<file path="src/hw/rtl/lpmd_pkg.sv">
`timescale 1ns / 1ps
// ----------------------------------------------------------------------------
// Length-prefixed message deframer package
// Shared types, event codes and the frame type lookup.
// ----------------------------------------------------------------------------
package lpmd_pkg;

  localparam int unsigned LenW     = 31;
  localparam int unsigned WordW    = 32;
  localparam int unsigned HdrCntW  = 3;
  localparam int unsigned EventW   = 4;

  localparam logic [LenW-1:0]  MAX_LENGTH_RESET = 31'd10236;
  localparam logic [LenW-1:0]  LEN_SAT          = 31'h7FFF_FFFF;
  localparam logic [WordW-1:0] HDR_WORD_BYTES   = 32'd4;

  // Frame type words on the link.
  localparam logic [WordW-1:0] TYPE_HEARTBEAT   = 32'd99;
  localparam logic [WordW-1:0] TYPE_START_CONST = 32'd4;
  localparam logic [WordW-1:0] TYPE_STOP_CONST  = 32'd5;
  localparam logic [WordW-1:0] TYPE_START_CSI   = 32'd7;
  localparam logic [WordW-1:0] TYPE_STOP_CSI    = 32'd8;
  localparam logic [WordW-1:0] TYPE_INQUIRY     = 32'd1;
  localparam logic [WordW-1:0] TYPE_RSSI        = 32'd2;
  localparam logic [WordW-1:0] TYPE_RF_STATE    = 32'd22;

  // Event codes reported on the result channel.
  localparam logic [EventW-1:0] EV_HEARTBEAT   = 4'd0;
  localparam logic [EventW-1:0] EV_START_CONST = 4'd1;
  localparam logic [EventW-1:0] EV_STOP_CONST  = 4'd2;
  localparam logic [EventW-1:0] EV_START_CSI   = 4'd3;
  localparam logic [EventW-1:0] EV_STOP_CSI    = 4'd4;
  localparam logic [EventW-1:0] EV_INQUIRY     = 4'd5;
  localparam logic [EventW-1:0] EV_RSSI        = 4'd6;
  localparam logic [EventW-1:0] EV_RF_STATE    = 4'd7;
  localparam logic [EventW-1:0] EV_MALFORMED   = 4'd8;

  typedef enum logic [1:0] {
    PH_LEN  = 2'd0,
    PH_TYPE = 2'd1,
    PH_BODY = 2'd2
  } phase_t;

  typedef struct packed {
    logic [7:0] rx_byte;
    logic       restart;
  } in_item_t;

  typedef struct packed {
    logic [EventW-1:0] event_res;
    logic              data_valid;
    logic [7:0]        data_byte;
    logic [LenW-1:0]   payload_length;
    logic              last;
  } out_item_t;

  typedef struct packed {
    logic      valid;
    out_item_t item;
  } result_t;

  typedef struct packed {
    logic              known;
    logic [EventW-1:0] code;
  } type_map_t;

  function automatic type_map_t map_type(input logic [WordW-1:0] tw);
    type_map_t m;
    m.known = 1'b1;
    m.code  = EV_HEARTBEAT;
    case (tw)
      TYPE_HEARTBEAT:   m.code = EV_HEARTBEAT;
      TYPE_START_CONST: m.code = EV_START_CONST;
      TYPE_STOP_CONST:  m.code = EV_STOP_CONST;
      TYPE_START_CSI:   m.code = EV_START_CSI;
      TYPE_STOP_CSI:    m.code = EV_STOP_CSI;
      TYPE_INQUIRY:     m.code = EV_INQUIRY;
      TYPE_RSSI:        m.code = EV_RSSI;
      TYPE_RF_STATE:    m.code = EV_RF_STATE;
      default:          m.known = 1'b0;
    endcase
    return m;
  endfunction

endpackage

</file>
<file path="src/hw/rtl/lpmd_if.sv">
`timescale 1ns / 1ps
// ----------------------------------------------------------------------------
// Deframer stream interfaces
// Valid/ready channels for received bytes and for deframed results.
// ----------------------------------------------------------------------------
interface lpmd_in_if import lpmd_pkg::*; ();
  logic     valid;
  logic     ready;
  in_item_t data;

  modport source (output valid, output data, input ready);
  modport sink (input valid, input data, output ready);
endinterface

interface lpmd_out_if import lpmd_pkg::*; ();
  logic      valid;
  logic      ready;
  out_item_t data;

  modport source (output valid, output data, input ready);
  modport sink (input valid, input data, output ready);
endinterface

</file>
<file path="src/hw/rtl/lpmd_parser.sv">
`timescale 1ns / 1ps
// ----------------------------------------------------------------------------
// Deframer frame parser
// Tracks header and payload position of the byte stream and forms at most
// one result for every accepted byte.
// ----------------------------------------------------------------------------
module lpmd_parser import lpmd_pkg::*; (
  input  logic            clk,
  input  logic            rst_n,
  input  logic            accept,
  input  in_item_t        item,
  input  logic [LenW-1:0] max_length,
  output result_t         res
);

  phase_t               phase_r, phase_nxt;
  logic [HdrCntW-1:0]   header_count_r, header_count_nxt;
  logic [WordW-1:0]     frame_length_r, frame_length_nxt;
  logic [WordW-1:0]     type_word_r, type_word_nxt;
  logic [LenW-1:0]      bytes_left_r, bytes_left_nxt;
  logic                 forwarding_r, forwarding_nxt;
  logic [EventW-1:0]    current_event_r, current_event_nxt;

  logic [HdrCntW-1:0]   hdr_inc;
  logic                 hdr_done;
  logic [WordW-1:0]     length_shift;
  logic [WordW-1:0]     type_shift;
  logic                 malformed;
  logic [LenW-1:0]      skip_len;
  logic [LenW-1:0]      payload_len;
  logic [LenW-1:0]      bl_dec;
  type_map_t            tmap;
  logic                 tmap_fwd;

  assign hdr_inc      = header_count_r + 1'b1;
  // The header word is complete once four bytes have been counted.
  assign hdr_done     = hdr_inc[2];
  assign length_shift = {frame_length_r[23:0], item.rx_byte};
  assign type_shift   = {type_word_r[23:0], item.rx_byte};
  assign malformed    = (length_shift < HDR_WORD_BYTES) ||
                        (length_shift > {1'b0, max_length});
  assign skip_len     = length_shift[WordW-1] ? LEN_SAT : length_shift[LenW-1:0];
  assign payload_len  = frame_length_r[LenW-1:0] - HDR_WORD_BYTES[LenW-1:0];
  assign bl_dec       = bytes_left_r - 1'b1;
  assign tmap         = map_type(type_shift);
  assign tmap_fwd     = tmap.known && (tmap.code == EV_INQUIRY || tmap.code == EV_RSSI);

  // Next phase.
  always_comb begin
    phase_nxt = phase_r;
    if (accept) begin
      if (item.restart) begin
        phase_nxt = PH_LEN;
      end else begin
        case (phase_r)
          PH_TYPE: begin
            if (hdr_done) begin
              phase_nxt = (payload_len == '0) ? PH_LEN : PH_BODY;
            end
          end
          PH_BODY: begin
            if (bl_dec == '0) begin
              phase_nxt = PH_LEN;
            end
          end
          default: begin
            phase_nxt = PH_LEN;
            if (hdr_done) begin
              if (malformed) begin
                phase_nxt = (skip_len == '0) ? PH_LEN : PH_BODY;
              end else begin
                phase_nxt = PH_TYPE;
              end
            end
          end
        endcase
      end
    end
  end

  // Counters, frame context and the result.
  always_comb begin
    header_count_nxt  = header_count_r;
    frame_length_nxt  = frame_length_r;
    type_word_nxt     = type_word_r;
    bytes_left_nxt    = bytes_left_r;
    forwarding_nxt    = forwarding_r;
    current_event_nxt = current_event_r;
    res               = '0;
    if (accept) begin
      if (item.restart) begin
        header_count_nxt  = '0;
        frame_length_nxt  = '0;
        type_word_nxt     = '0;
        bytes_left_nxt    = '0;
        forwarding_nxt    = 1'b0;
        current_event_nxt = EV_HEARTBEAT;
      end else begin
        case (phase_r)
          PH_TYPE: begin
            type_word_nxt    = type_shift;
            header_count_nxt = hdr_inc;
            if (hdr_done) begin
              header_count_nxt  = '0;
              bytes_left_nxt    = payload_len;
              forwarding_nxt    = tmap_fwd;
              current_event_nxt = tmap.known ? tmap.code : EV_HEARTBEAT;
              res.valid               = tmap.known;
              res.item.event_res      = tmap.code;
              res.item.payload_length = payload_len;
              res.item.last           = (payload_len == '0) || !tmap_fwd;
            end
          end
          PH_BODY: begin
            bytes_left_nxt = bl_dec;
            if (forwarding_r) begin
              res.valid               = 1'b1;
              res.item.event_res      = current_event_r;
              res.item.data_valid     = 1'b1;
              res.item.data_byte      = item.rx_byte;
              res.item.payload_length = payload_len;
              res.item.last           = (bl_dec == '0);
            end
          end
          default: begin
            frame_length_nxt = length_shift;
            header_count_nxt = hdr_inc;
            if (hdr_done) begin
              header_count_nxt = '0;
              type_word_nxt    = '0;
              if (malformed) begin
                bytes_left_nxt     = skip_len;
                forwarding_nxt     = 1'b0;
                current_event_nxt  = EV_MALFORMED;
                res.valid          = 1'b1;
                res.item.event_res = EV_MALFORMED;
                res.item.last      = 1'b1;
              end
            end
          end
        endcase
      end
    end
  end

  always_ff @(posedge clk) begin
    if (!rst_n) begin
      phase_r         <= PH_LEN;
      header_count_r  <= '0;
      frame_length_r  <= '0;
      type_word_r     <= '0;
      bytes_left_r    <= '0;
      forwarding_r    <= 1'b0;
      current_event_r <= EV_HEARTBEAT;
    end else begin
      phase_r         <= phase_nxt;
      header_count_r  <= header_count_nxt;
      frame_length_r  <= frame_length_nxt;
      type_word_r     <= type_word_nxt;
      bytes_left_r    <= bytes_left_nxt;
      forwarding_r    <= forwarding_nxt;
      current_event_r <= current_event_nxt;
    end
  end

`ifndef SYNTHESIS
  // A payload phase always has at least one byte still to come.
  a_body_nonempty: assert property (@(posedge clk) disable iff (!rst_n)
    phase_r == PH_BODY |-> bytes_left_r != '0)
    else $error("payload phase with no bytes left");

  // The header byte counter never passes the last byte of a word.
  a_hdr_count: assert property (@(posedge clk) disable iff (!rst_n)
    !header_count_r[2])
    else $error("header byte count out of range");

  // Forwarded payload bytes only belong to json frames.
  a_fwd_event: assert property (@(posedge clk) disable iff (!rst_n)
    res.valid && res.item.data_valid |->
      (res.item.event_res == EV_INQUIRY || res.item.event_res == EV_RSSI))
    else $error("payload byte forwarded for a non-json frame");

  // Forwarding is only armed by a completed json type word.
  a_fwd_arm: assert property (@(posedge clk) disable iff (!rst_n)
    $rose(forwarding_r) |-> $past(phase_r) == PH_TYPE)
    else $error("forwarding armed outside the type header");
`endif

endmodule

</file>
<file path="src/hw/rtl/lpmd_out_reg.sv">
`timescale 1ns / 1ps
// ----------------------------------------------------------------------------
// Deframer result register
// Holds one result until the sink takes it and paces input acceptance.
// ----------------------------------------------------------------------------
module lpmd_out_reg import lpmd_pkg::*; (
  input  logic      clk,
  input  logic      rst_n,
  input  logic      accept,
  input  result_t   res,
  output logic      take_ready,
  output logic      out_valid,
  input  logic      out_ready,
  output out_item_t out_item
);

  logic      out_valid_r, out_valid_nxt;
  out_item_t out_item_r;

  // A new byte may enter while the register is empty or when the held result leaves in the same cycle.
  assign take_ready = !out_valid_r || out_ready;

  always_comb begin
    out_valid_nxt = out_valid_r && !out_ready;
    if (accept) begin
      out_valid_nxt = res.valid;
    end
  end

  always_ff @(posedge clk) begin
    if (!rst_n) begin
      out_valid_r <= 1'b0;
    end else begin
      out_valid_r <= out_valid_nxt;
    end
  end

  always_ff @(posedge clk) begin
    if (accept && res.valid) begin
      out_item_r <= res.item;
    end
  end

  assign out_valid = out_valid_r;
  assign out_item  = out_item_r;

`ifndef SYNTHESIS
  // A byte is only taken when the result register has room for its result.
  a_no_overwrite: assert property (@(posedge clk) disable iff (!rst_n)
    accept |-> !out_valid_r || out_ready)
    else $error("result register overwritten while held");

  // A held result that was not taken stays unchanged.
  a_hold: assert property (@(posedge clk) disable iff (!rst_n)
    out_valid_r && !out_ready |=> out_valid_r && $stable(out_item_r))
    else $error("stalled result changed");

  // A result appears only after a byte was taken.
  a_cause: assert property (@(posedge clk) disable iff (!rst_n)
    $rose(out_valid_r) |-> $past(accept))
    else $error("result without an accepted byte");
`endif

endmodule

</file>
<file path="src/hw/rtl/length_prefixed_message_deframer.sv">
`timescale 1ns / 1ps
// ----------------------------------------------------------------------------
// Length-prefixed message deframer
// Splits a byte stream of length/type framed messages into events and
// forwarded json payload bytes.
// ----------------------------------------------------------------------------
// Channel   Direction  Payload                                      Handshake
// in_chan   sink       rx_byte, restart                             valid/ready
// out_chan  source     event_res, data_valid, data_byte,            valid/ready
//                      payload_length, last
// cfg_*     write      max_length (31 bits)                         write enable
//
// A byte can enter in every cycle while in_chan.ready is high.
// Its result, if any, appears in the result register in the cycle after the
// transaction and in_chan.ready follows that register: it is high while the
// register is empty or being drained in the same cycle.
// Reset is synchronous and active low; max_length returns to 10236.
// ----------------------------------------------------------------------------
module length_prefixed_message_deframer import lpmd_pkg::*; (
  input  logic               clk,
  input  logic               rst_n,
  lpmd_in_if.sink            in_chan,
  lpmd_out_if.source         out_chan,
  input  logic               cfg_we,
  input  logic [LenW-1:0]    cfg_wdata
);

  logic            accept;
  logic            take_ready;
  logic [LenW-1:0] max_length_r;
  result_t         res;

  assign in_chan.ready = take_ready;
  assign accept        = in_chan.valid && take_ready;

  always_ff @(posedge clk) begin
    if (!rst_n) begin
      max_length_r <= MAX_LENGTH_RESET;
    end else if (cfg_we) begin
      max_length_r <= cfg_wdata;
    end
  end

  lpmd_parser u_parser (
    .clk        (clk),
    .rst_n      (rst_n),
    .accept     (accept),
    .item       (in_chan.data),
    .max_length (max_length_r),
    .res        (res)
  );

  lpmd_out_reg u_out_reg (
    .clk        (clk),
    .rst_n      (rst_n),
    .accept     (accept),
    .res        (res),
    .take_ready (take_ready),
    .out_valid  (out_chan.valid),
    .out_ready  (out_chan.ready),
    .out_item   (out_chan.data)
  );

endmodule

</file>
<file path="src/flat_wrapper.sv">
// flat-port wrapper written by rule: the top's interface ports become plain ports
module length_prefixed_message_deframer_flat import lpmd_pkg::*;
  (clk, rst_n, cfg_we, cfg_wdata, in_chan_valid, in_chan_data, in_chan_ready, out_chan_valid, out_chan_data, out_chan_ready);
  lpmd_in_if in_chan_i ();
  lpmd_out_if out_chan_i ();
  input  logic clk;
  input  logic rst_n;
  input  logic cfg_we;
  input  logic [LenW-1:0] cfg_wdata;
  input wire logic [$bits(in_chan_i.valid)-1:0] in_chan_valid;
  input wire logic [$bits(in_chan_i.data)-1:0] in_chan_data;
  output wire logic [$bits(in_chan_i.ready)-1:0] in_chan_ready;
  output wire logic [$bits(out_chan_i.valid)-1:0] out_chan_valid;
  output wire logic [$bits(out_chan_i.data)-1:0] out_chan_data;
  input wire logic [$bits(out_chan_i.ready)-1:0] out_chan_ready;
  assign in_chan_i.valid = in_chan_valid;
  assign in_chan_i.data = in_chan_data;
  assign in_chan_ready = in_chan_i.ready;
  assign out_chan_valid = out_chan_i.valid;
  assign out_chan_data = out_chan_i.data;
  assign out_chan_i.ready = out_chan_ready;
  length_prefixed_message_deframer u_core (.clk(clk), .rst_n(rst_n), .in_chan(in_chan_i), .out_chan(out_chan_i), .cfg_we(cfg_we), .cfg_wdata(cfg_wdata));
endmodule
</file>
<file path="config.mk">
export PLATFORM = sky130hd
export DESIGN_NAME = length_prefixed_message_deframer_flat
export DESIGN_NICKNAME = d
export VERILOG_FILES = /design/src/hw/rtl/lpmd_pkg.sv /design/src/hw/rtl/lpmd_if.sv /design/src/hw/rtl/lpmd_parser.sv /design/src/hw/rtl/lpmd_out_reg.sv /design/src/hw/rtl/length_prefixed_message_deframer.sv /design/src/flat_wrapper.sv
export SDC_FILE = /design/constraint.sdc
export NUM_CORES = 1
export LEC_CHECK = 0
export BUFFER_PORTS_ARGS = -buffer_cell sky130_fd_sc_hd__buf_4
export CORE_MARGIN = 8
export CORE_UTILIZATION = 59
export DETAILED_ROUTE_END_ITERATION = 6
export GPL_TIMING_DRIVEN = 0
export PLACE_DENSITY = 0.79
export SLEW_MARGIN = 25
export SYNTH_ARGS = -nofsm -noshare
export SYNTH_HDL_FRONTEND = slang
export SYNTH_SLANG_ARGS = --single-unit
</file>
<file path="constraint.sdc">
create_clock -name clk -period 7 [get_ports clk]
set_input_delay 0 -clock clk [delete_from_list [all_inputs] [get_ports clk]]
set_output_delay 0 -clock clk [all_outputs]
set_load 0.05 [all_outputs]
</file>
==> results.py, run 1 <==
metrics = {
    "power": {
        "vdd_drop_max_v": 0.000156,
        "comb_power_share": 0.161,
        "pwr_density_cell_mw_per_mm2": 200,
        "pwr-share-clk": 0.401,
        "power.net_switching_w": 0.000700,
        "pwr-share-seq": 0.438,
        "sw_frac_of_total": 0.294,
        "power.internal_w": 0.00168,
        "leakagePower_nw": 4.73,
    },
    "finish": {
        "finalNonFillerCells": 1534,
        "mostFrequentLayoutCells": "sky130_fd_sc_hd__dfxtp_1 (127), sky130_fd_sc_hd__nor2_1 (95), sky130_fd_sc_hd__buf_4 (88)",
        "register_area_sq_mm": 0.00389,
        "nFillCells": 1268,
        "antennaDiodeCount": 0,
        "multi_input_comb_area_sq_mm": 0.00551,
        "area_growth_pct": 19.5,
        "drive_gt1_frac": 0.112,
        "num-nets-final": 1385,
        "design_area_sq_mm": 0.0119,
        "final_common_cell": "sky130_fd_sc_hd__dfxtp_1",
    },
    "die": {
        "fp.dieW_um": 146,
        "ioPinCount": 92,
        "floorplan.die_area_sq_mm": 0.0213,
        "fp-row-count": 47,
        "initial_utilization": 0.602,
        "coreArea_sq_mm": 0.0165,
        "chipHeight_um": 146,
    },
    "grt": {
        "grt_pass1_wl_um": 51400,
        "met2_usage": 0.457,
        "track_usage": 0.305,
        "grt_use_met3": 0.0902,
        "antenna_found_initial": 0,
        "globalRoute.busiestLayer": "met2",
        "grt_start_max_net_pins": 27,
        "grt_remaining_overflow": 0,
        "globalRouteMet1Util": 0.400,
        "grt_pass1_vias": 9106,
    },
    "detailed_routing": {
        "pre_antenna_drt_iters": 7,
        "post_drt_wl_per_cell_um": 21.5,
        "vias": 9519,
        "drc_errors": 0,
        "post_drt_via_cell_ratio": 6.21,
        "wirelength_um": 33000,
        "detail-route-antenna-nets": 0,
        "drt_first_iter_violations": 1211,
    },
    "critical_path": {
        "crit_path_start_kind": "flip-flop",
        "rr_startpoint": "u_core.u_parser.frame_length_r[19]$_SDFFE_PN0P_",
        "worst_ep_required_time_ns": 7.13,
        "worstReg2RegEnd": "u_core.u_out_reg.out_item[11]$_SDFFCE_PP0P_",
        "worstPathArrival_ns": 4.21,
        "timing.critical_path.to_type": "flip-flop",
        "worst-r2r-setup-slack_ns": 2.92,
        "worst_r2r_path_depth": 9,
        "setup.worst_path.class": "reg -> reg",
        "worst-path-max-fanout": 26,
    },
    "placement": {
        "portBuffers": 88,
        "detailedPlacementHpwl_um": 23900,
        "place_worst_setup_slack_ns": 3.06,
        "placed_cells_incl_taps": 1464,
        "place.gp.congestion": 0.999,
        "placement.cell_area_sq_mm": 0.0109,
    },
    "yosys": {
        "synth.largest_area_cell": "sky130_fd_sc_hd__dfxtp_1",
        "synth_enable_flop_cells": 45,
        "synth.distinct_cells": 67,
        "yosys_register_bits": 172,
        "avgSynthCellArea_sq_um": 8.62,
        "yosysSeqAreaShare": 0.391,
        "synth-warning-count": 0,
        "synth-main-ff-cell": "sky130_fd_sc_hd__dfxtp_1",
        "number_of_nets_produced_by_synthesis": 1239,
        "post_synth_instance_area_sq_mm": 0.00995,
        "yosysTopAreaCellShare": 0.256,
        "synthesis.instances": 1155,
        "synth_async_reset_ratio": 0,
        "synth.top_cells.by_area": "sky130_fd_sc_hd__dfxtp_1 (26%), sky130_fd_sc_hd__edfxtp_1 (14%), sky130_fd_sc_hd__ha_1 (4.9%), sky130_fd_sc_hd__nor2b_1 (4.8%), sky130_fd_sc_hd__mux2i_1 (3.7%)",
    },
    "flow_run": {
        "maxCapViolCount": 0,
    },
    "clock_tree": {
        "tritoncts": "yes",
        "htree_levels": 4,
        "clock_path_buffers": 2,
        "cts_inserted_buffers": 17,
        "cts.sinks": 172,
        "clockRootBuffer": "sky130_fd_sc_hd__clkbuf_16",
        "worst_skew_pair.late_latency_ns": 0.44,
        "clk_transition_reported_paths_ns": 0.08,
        "cts.repair_timing.setup_buffer_count": 0,
    },
    "sta": {
        "finalMaxSlewViolations": 0,
        "final_number_of_hold_violating_endpoints": 0,
        "post-route-worst-setup-slack_ns": 2.92,
        "slew_headroom": 0.377,
        "fin_worst_skew_ns": 0.0135,
        "post-route-min-period_ns": 4.08,
        "report.final.setup_viol": 0,
        "rsz_0062_raised_after_global_routing": "no",
        "min_period_over_period": 0.583,
        "max_freq_mhz": 245,
        "post_route_setup_tns_ns": 0,
        "worstMarginPinSlew_ns": 0.934,
    },
    "hold_path": {
        "timing.hold.worst.start": "rst_n",
        "holdCritPathClass": "in -> reg",
        "worstHoldEndpoint": "u_core.u_parser.phase_r[0]$_SDFFE_PN0P_",
        "timing.hold.worst_path_depth": 4,
    },
    "status": {
        "outcome": "completed",
    },
}
-- power groups by stage --
| stage | logic, W | clock network [W] | registers (W) |
|---|---|---|---|
| 2_1_floorplan | 0.000231 | 0 | 0.00106 |
| 3_3_place_gp | 0.000343 | 0 | 0.00106 |
| 3_5_place_dp | 0.000344 | 0 | 0.00106 |
| 4_1_cts | 0.000364 | 0.000956 | 0.00104 |
| 5_1_grt | 0.000407 | 0.000994 | 0.00104 |
| 6_report | 0.000383 | 0.000953 | 0.00104 |
-- layout make-up --
| cell class | instances | area share |
|---|---|---|
| sequential | 172 | 0.328 |
| multi-input combinational | 848 | 0.464 |
| clock inverter | 14 | 0.0128 |
| timing repair buffer | 127 | 0.0899 |
| inverter | 46 | 0.0149 |
| tap | 220 | 0.0232 |
| buffer | 89 | 0.0317 |
| clock buffer | 18 | 0.0361 |
-- routing by layer --
metal | wire length, um | vias to the layer above | share of wire
li1 | - | 4426 | -
met1 | 14000 | 4456 | 0.42
met2 | 14300 | 546 | 0.43
met3 | 3610 | 91 | 0.11
met4 | 1140 | 0 | 0.034
met5 | 0 | - | 0
-- sequential cells by signal, summed over array words and instances (netlist names) --
register	flops
u_core.u_parser.type_word_r	24
u_core.u_parser.bytes_left_r	31
u_core.u_parser.phase_r	2
u_core.max_length_r	31
u_core.u_parser.header_count_r	2
u_core.u_parser.current_event_r	4
u_core.u_parser.forwarding_r	1
u_core.u_out_reg.out_item	45
u_core.u_parser.frame_length_r	31
u_core.u_out_reg.out_valid	1
-- worst max path at each step --
stage,startpoint,slack [ns],to,cells past startpoint
floorplan,u_core.u_out_reg.out_valid$_SDFF_PN0_,1.33,u_core.u_out_reg.out_item[0]$_SDFFCE_PP0P_,7
global placement,u_core.u_parser.phase_r[0]$_SDFFE_PN0P_,0.52,u_core.u_out_reg.out_item[26]$_SDFFCE_PP0P_,6
detailed placement,u_core.u_parser.frame_length_r[19]$_SDFFE_PN0P_,3.06,u_core.u_out_reg.out_item[28]$_SDFFCE_PP0P_,9
CTS,u_core.u_parser.frame_length_r[19]$_SDFFE_PN0P_,3.02,u_core.u_out_reg.out_item[11]$_SDFFCE_PP0P_,9
global route,u_core.u_parser.frame_length_r[2]$_SDFFE_PN0P_,2.76,u_core.u_out_reg.out_item[13]$_SDFFCE_PP0P_,11
finish,u_core.u_parser.frame_length_r[19]$_SDFFE_PN0P_,2.92,u_core.u_out_reg.out_item[11]$_SDFFCE_PP0P_,9
-- Yosys cell counts, types with 17 or more instances --
library cell	number
sky130_fd_sc_hd__nor2b_1	76
sky130_fd_sc_hd__nor3b_1	19
sky130_fd_sc_hd__a21oi_1	62
sky130_fd_sc_hd__a21boi_0	18
sky130_fd_sc_hd__nor3_1	36
sky130_fd_sc_hd__edfxtp_1	45
sky130_fd_sc_hd__a21boi_1	17
sky130_fd_sc_hd__ha_1	39
sky130_fd_sc_hd__xnor2_1	39
sky130_fd_sc_hd__nand3_1	35
sky130_fd_sc_hd__o21ai_0	54
sky130_fd_sc_hd__nor4_1	29
sky130_fd_sc_hd__inv_1	43
sky130_fd_sc_hd__xor2_1	21
sky130_fd_sc_hd__clkbuf_1	74
sky130_fd_sc_hd__dfxtp_1	127
sky130_fd_sc_hd__mux2i_1	37
sky130_fd_sc_hd__nand2_1	87
sky130_fd_sc_hd__and2_1	17
sky130_fd_sc_hd__nor2_1	95
-- critical path: stages, from the launching register on --
cell and delay (ns):
sky130_fd_sc_hd__dfxtp_1 0.59, sky130_fd_sc_hd__ha_1 0.25, sky130_fd_sc_hd__nand4_1 0.15, sky130_fd_sc_hd__or4_4 0.57, sky130_fd_sc_hd__or3_1 0.40, sky130_fd_sc_hd__and4_4 0.20, sky130_fd_sc_hd__o21ai_0 0.60, sky130_fd_sc_hd__nand4_1 0.38
sky130_fd_sc_hd__o21ai_4 0.37, sky130_fd_sc_hd__buf_16 0.25
-- cells by family after synthesis --
| logic type | share of synthesized area |
|---|---|
| simple gates | 0.248 |
| compound gates | 0.166 |
| flops | 0.391 |
| buf+inv | 0.0557 |
| xor+xnor | 0.0528 |
| fa+ha+maj | 0.0490 |
| mux | 0.0372 |
-- per-stage QoR --
step | util | power (W) | hold WS (ns)
floorplan | - | 0.00129 | 0.126
global placement | 0.659 | 0.00141 | 0.218
detailed placement | 0.661 | 0.00141 | 0.223
CTS | 0.719 | 0.00236 | 0.0466
global route | 0.719 | 0.00244 | 0.0966
finish | 0.719 | 0.00238 | 0.0598
-- repair_timing --
item | CTS | global route
hold buffers | 38 | 0
hold endpoints to repair | 38 | 0
resized for setup | 0 | 0
Power figures use the tool's default switching activity.
==> inputs of run 2 (changes only) <==
clock period = 4 ns   (was 7 ns; I/O delays follow)
==> run 2 against run 1 <==
Compared with the run above:
- register-to-register slack worse by 2.8 ns
- clock skew increased by 0.0035 ns
- final area grew 0.22%
- via count is 1.9% higher
- highest routed layer unchanged
==> results.py, run 2 (same netlist as run 1, synthesis figures left out) <==
metrics = {
    "critical_path": {
        "worst_setup_path_startpoint": "u_core.u_parser.frame_length_r[19]$_SDFFE_PN0P_",
        "worstReg2RegEnd": "u_core.u_out_reg.out_item[10]$_SDFFCE_PP0P_",
        "timing.critical_path.max_delay_family": "simple AND/OR/NAND/NOR gates",
        "setup.worst_path.class": "reg -> reg",
        "critPathMaxStageDelay_ns": 0.59,
        "rr_startpoint": "u_core.u_parser.frame_length_r[19]$_SDFFE_PN0P_",
        "timing.critical_path.to_type": "flip-flop",
        "crit_path_start_kind": "flip-flop",
        "worst-path-max-fanout": 26,
        "crit_top_cell": "sky130_fd_sc_hd__nand4_1",
        "worst-r2r-setup-slack_ns": 0.16,
        "cp_num_buf_inv": 2,
        "worst_r2r_path_depth": 10,
        "worstPathArrival_ns": 3.97,
        "worstPathCellList": "ha_1 > nand4_1 > or4_4 > or3_1 > and4_4 > o21ai_0 > nand4_1 > buf_4 > o21ai_4 > buf_16",
        "timing.critical_path.slowest_stage_cell": "sky130_fd_sc_hd__o21ai_0",
        "worst_ep_required_time_ns": 4.14,
    },
    "sta": {
        "finalMaxSlewViolations": 0,
        "fin_worst_skew_ns": 0.0170,
        "min_period_over_period": 0.959,
        "max_freq_mhz": 261,
        "slew_headroom": 0.367,
        "final_number_of_hold_violating_endpoints": 0,
        "worstMarginPinSlew_ns": 0.949,
        "rsz_0062_raised_after_global_routing": "no",
        "post-route-min-period_ns": 3.84,
        "report.final.setup_viol": 0,
        "finalHoldWorstSlack_ns": 0.0459,
        "post-route-worst-setup-slack_ns": 0.165,
    },
    "finish": {
        "final_common_cell": "sky130_fd_sc_hd__dfxtp_1",
        "finish.utilization": 0.721,
        "drive_gt1_frac": 0.115,
        "antennaDiodeCount": 0,
        "design_area_sq_mm": 0.0119,
        "largest_reg_flops": 45,
        "nFillCells": 1276,
        "area_growth_pct": 19.7,
        "num-nets-final": 1385,
        "mostFrequentLayoutCells": "sky130_fd_sc_hd__dfxtp_1 (127), sky130_fd_sc_hd__nor2_1 (95), sky130_fd_sc_hd__buf_4 (89)",
    },
    "placement": {
        "detailedPlacementHpwl_um": 24100,
        "portBuffers": 88,
        "placement.cell_area_sq_mm": 0.0109,
        "place.gp.congestion": 0.999,
        "place_worst_setup_slack_ns": 0.0403,
    },
    "clock_tree": {
        "tritoncts": "yes",
        "htree_levels": 4,
        "cts_inserted_buffers": 17,
        "cts.sinks": 172,
        "worst_skew_pair.late_latency_ns": 0.44,
        "clk_transition_reported_paths_ns": 0.08,
        "clockRootBuffer": "sky130_fd_sc_hd__clkbuf_16",
        "clock_path_buffers": 2,
    },
    "power": {
        "pwr-share-seq": 0.438,
        "sw_frac_of_total": 0.295,
        "comb_power_share": 0.161,
        "pwr-share-clk": 0.401,
        "leakagePower_nw": 4.75,
        "power.internal_w": 0.00294,
        "vdd_drop_max_v": 0.000307,
        "power.net_switching_w": 0.00123,
        "total_power_w": 0.00416,
        "pwr_density_cell_mw_per_mm2": 350,
    },
    "die": {
        "initial_utilization": 0.602,
        "floorplan.die_area_sq_mm": 0.0213,
        "fp-row-count": 47,
        "coreArea_sq_mm": 0.0165,
        "ioPinCount": 92,
        "fp.dieW_um": 146,
        "chipHeight_um": 146,
    },
    "flow_run": {
        "maxCapViolCount": 0,
    },
    "detailed_routing": {
        "vias": 9700,
        "pre_antenna_drt_iters": 6,
        "post_drt_via_cell_ratio": 6.32,
        "wirelength_um": 33200,
        "detail-route-antenna-nets": 0,
        "drt_first_iter_violations": 1570,
        "drc_errors": 0,
        "post_drt_wl_per_cell_um": 21.6,
    },
    "hold_path": {
        "worstHoldEndpoint": "u_core.max_length_r[14]$_SDFFE_PN0P_",
        "timing.hold.worst_path_depth": 3,
        "timing.hold.worst.start": "cfg_we",
        "holdCritPathClass": "in -> reg",
    },
    "grt": {
        "antenna_found_initial": 0,
        "grt_pass1_wl_um": 51900,
        "grt_remaining_overflow": 0,
        "grt_start_max_net_pins": 27,
        "grt_pass1_vias": 9253,
        "track_usage": 0.307,
    },
    "status": {
        "outcome": "completed",
    },
}
## run 2: cell types whose count changed in the layout (fill, tap and decap cells not counted), sizes merged
cell and change:
clkinv +1, clkinvlp -1, o21ai +1, dlygate4sd3 -1, buf +1, clkbuf -1
## run 2: layer usage
metal / wire length, um / share of wire / global-route usage / up-vias
met3: 3660 / 0.11 / 0.0749 / 111
met2: 14600 / 0.44 / 0.474 / 622
met1: 13700 / 0.41 / 0.401 / 4536
li1: - / - / - / 4431
met5: 0 / 0 / 0 / -
met4: 1240 / 0.037 / 0.129 / 0
## run 2: how the worst max path moves through the flow
| stage | endpoint | slack, ns | depth (start not counted) |
|---|---|---|---|
| 2_1_floorplan | u_core.u_out_reg.out_item[0]$_SDFFCE_PP0P_ | 0.40 | 7 |
| 3_3_place_gp | u_core.u_out_reg.out_item[26]$_SDFFCE_PP0P_ | -0.18 | 8 |
| 3_5_place_dp | u_core.u_out_reg.out_item[25]$_SDFFCE_PP0P_ | 0.04 | 9 |
| 4_1_cts | u_core.u_out_reg.out_item[10]$_SDFFCE_PP0P_ | 0.04 | 9 |
| 5_1_grt | u_core.u_out_reg.out_item[10]$_SDFFCE_PP0P_ | 0.08 | 10 |
| 6_report | u_core.u_out_reg.out_item[10]$_SDFFCE_PP0P_ | 0.16 | 10 |
## run 2: what timing repair did
action,in CTS,in global routing
hold buffers,37,0
resized for setup,0,3
buffers inserted,0,1
hold endpoints to repair,38,0
endpoints found under the setup margin,0,48
## run 2: final cells by class
class / instances / area, sq um / share of cell area
clock buffer: 18 / 429 / 0.0360
sequential: 172 / 3890 / 0.327
buffer: 88 / 373 / 0.0313
timing repair buffer: 127 / 1070 / 0.0895
tap: 220 / 275 / 0.0231
multi-input combinational: 849 / 5550 / 0.465
inverter: 46 / 178 / 0.0149
clock inverter: 14 / 154 / 0.0129
## run 2: power groups by stage
stage,Clock [W],Combinational [W],Sequential (W)
2_1_floorplan,0,0.000405,0.00185
4_1_cts,0.00167,0.000635,0.00182
3_5_place_dp,0,0.000602,0.00186
5_1_grt,0.00174,0.000710,0.00182
3_3_place_gp,0,0.000599,0.00186
6_report,0.00167,0.000670,0.00182
## run 2: metrics by stage
| stage | setup TNS [ns] | instances |
|---|---|---|
| floorplan | 0 | 1155 |
| global placement | -7.93 | 1463 |
| global route | 0 | 1534 |
| finish | 0 | 1534 |
| detailed placement | 0 | 1464 |
| CTS | 0 | 1533 |
## run 2: tightest hold or removal path: cells and delay by family
kind	cells	cell delay, ns
simple gates	1	0.07
mux	1	0.21
buf+inv	1	0.17
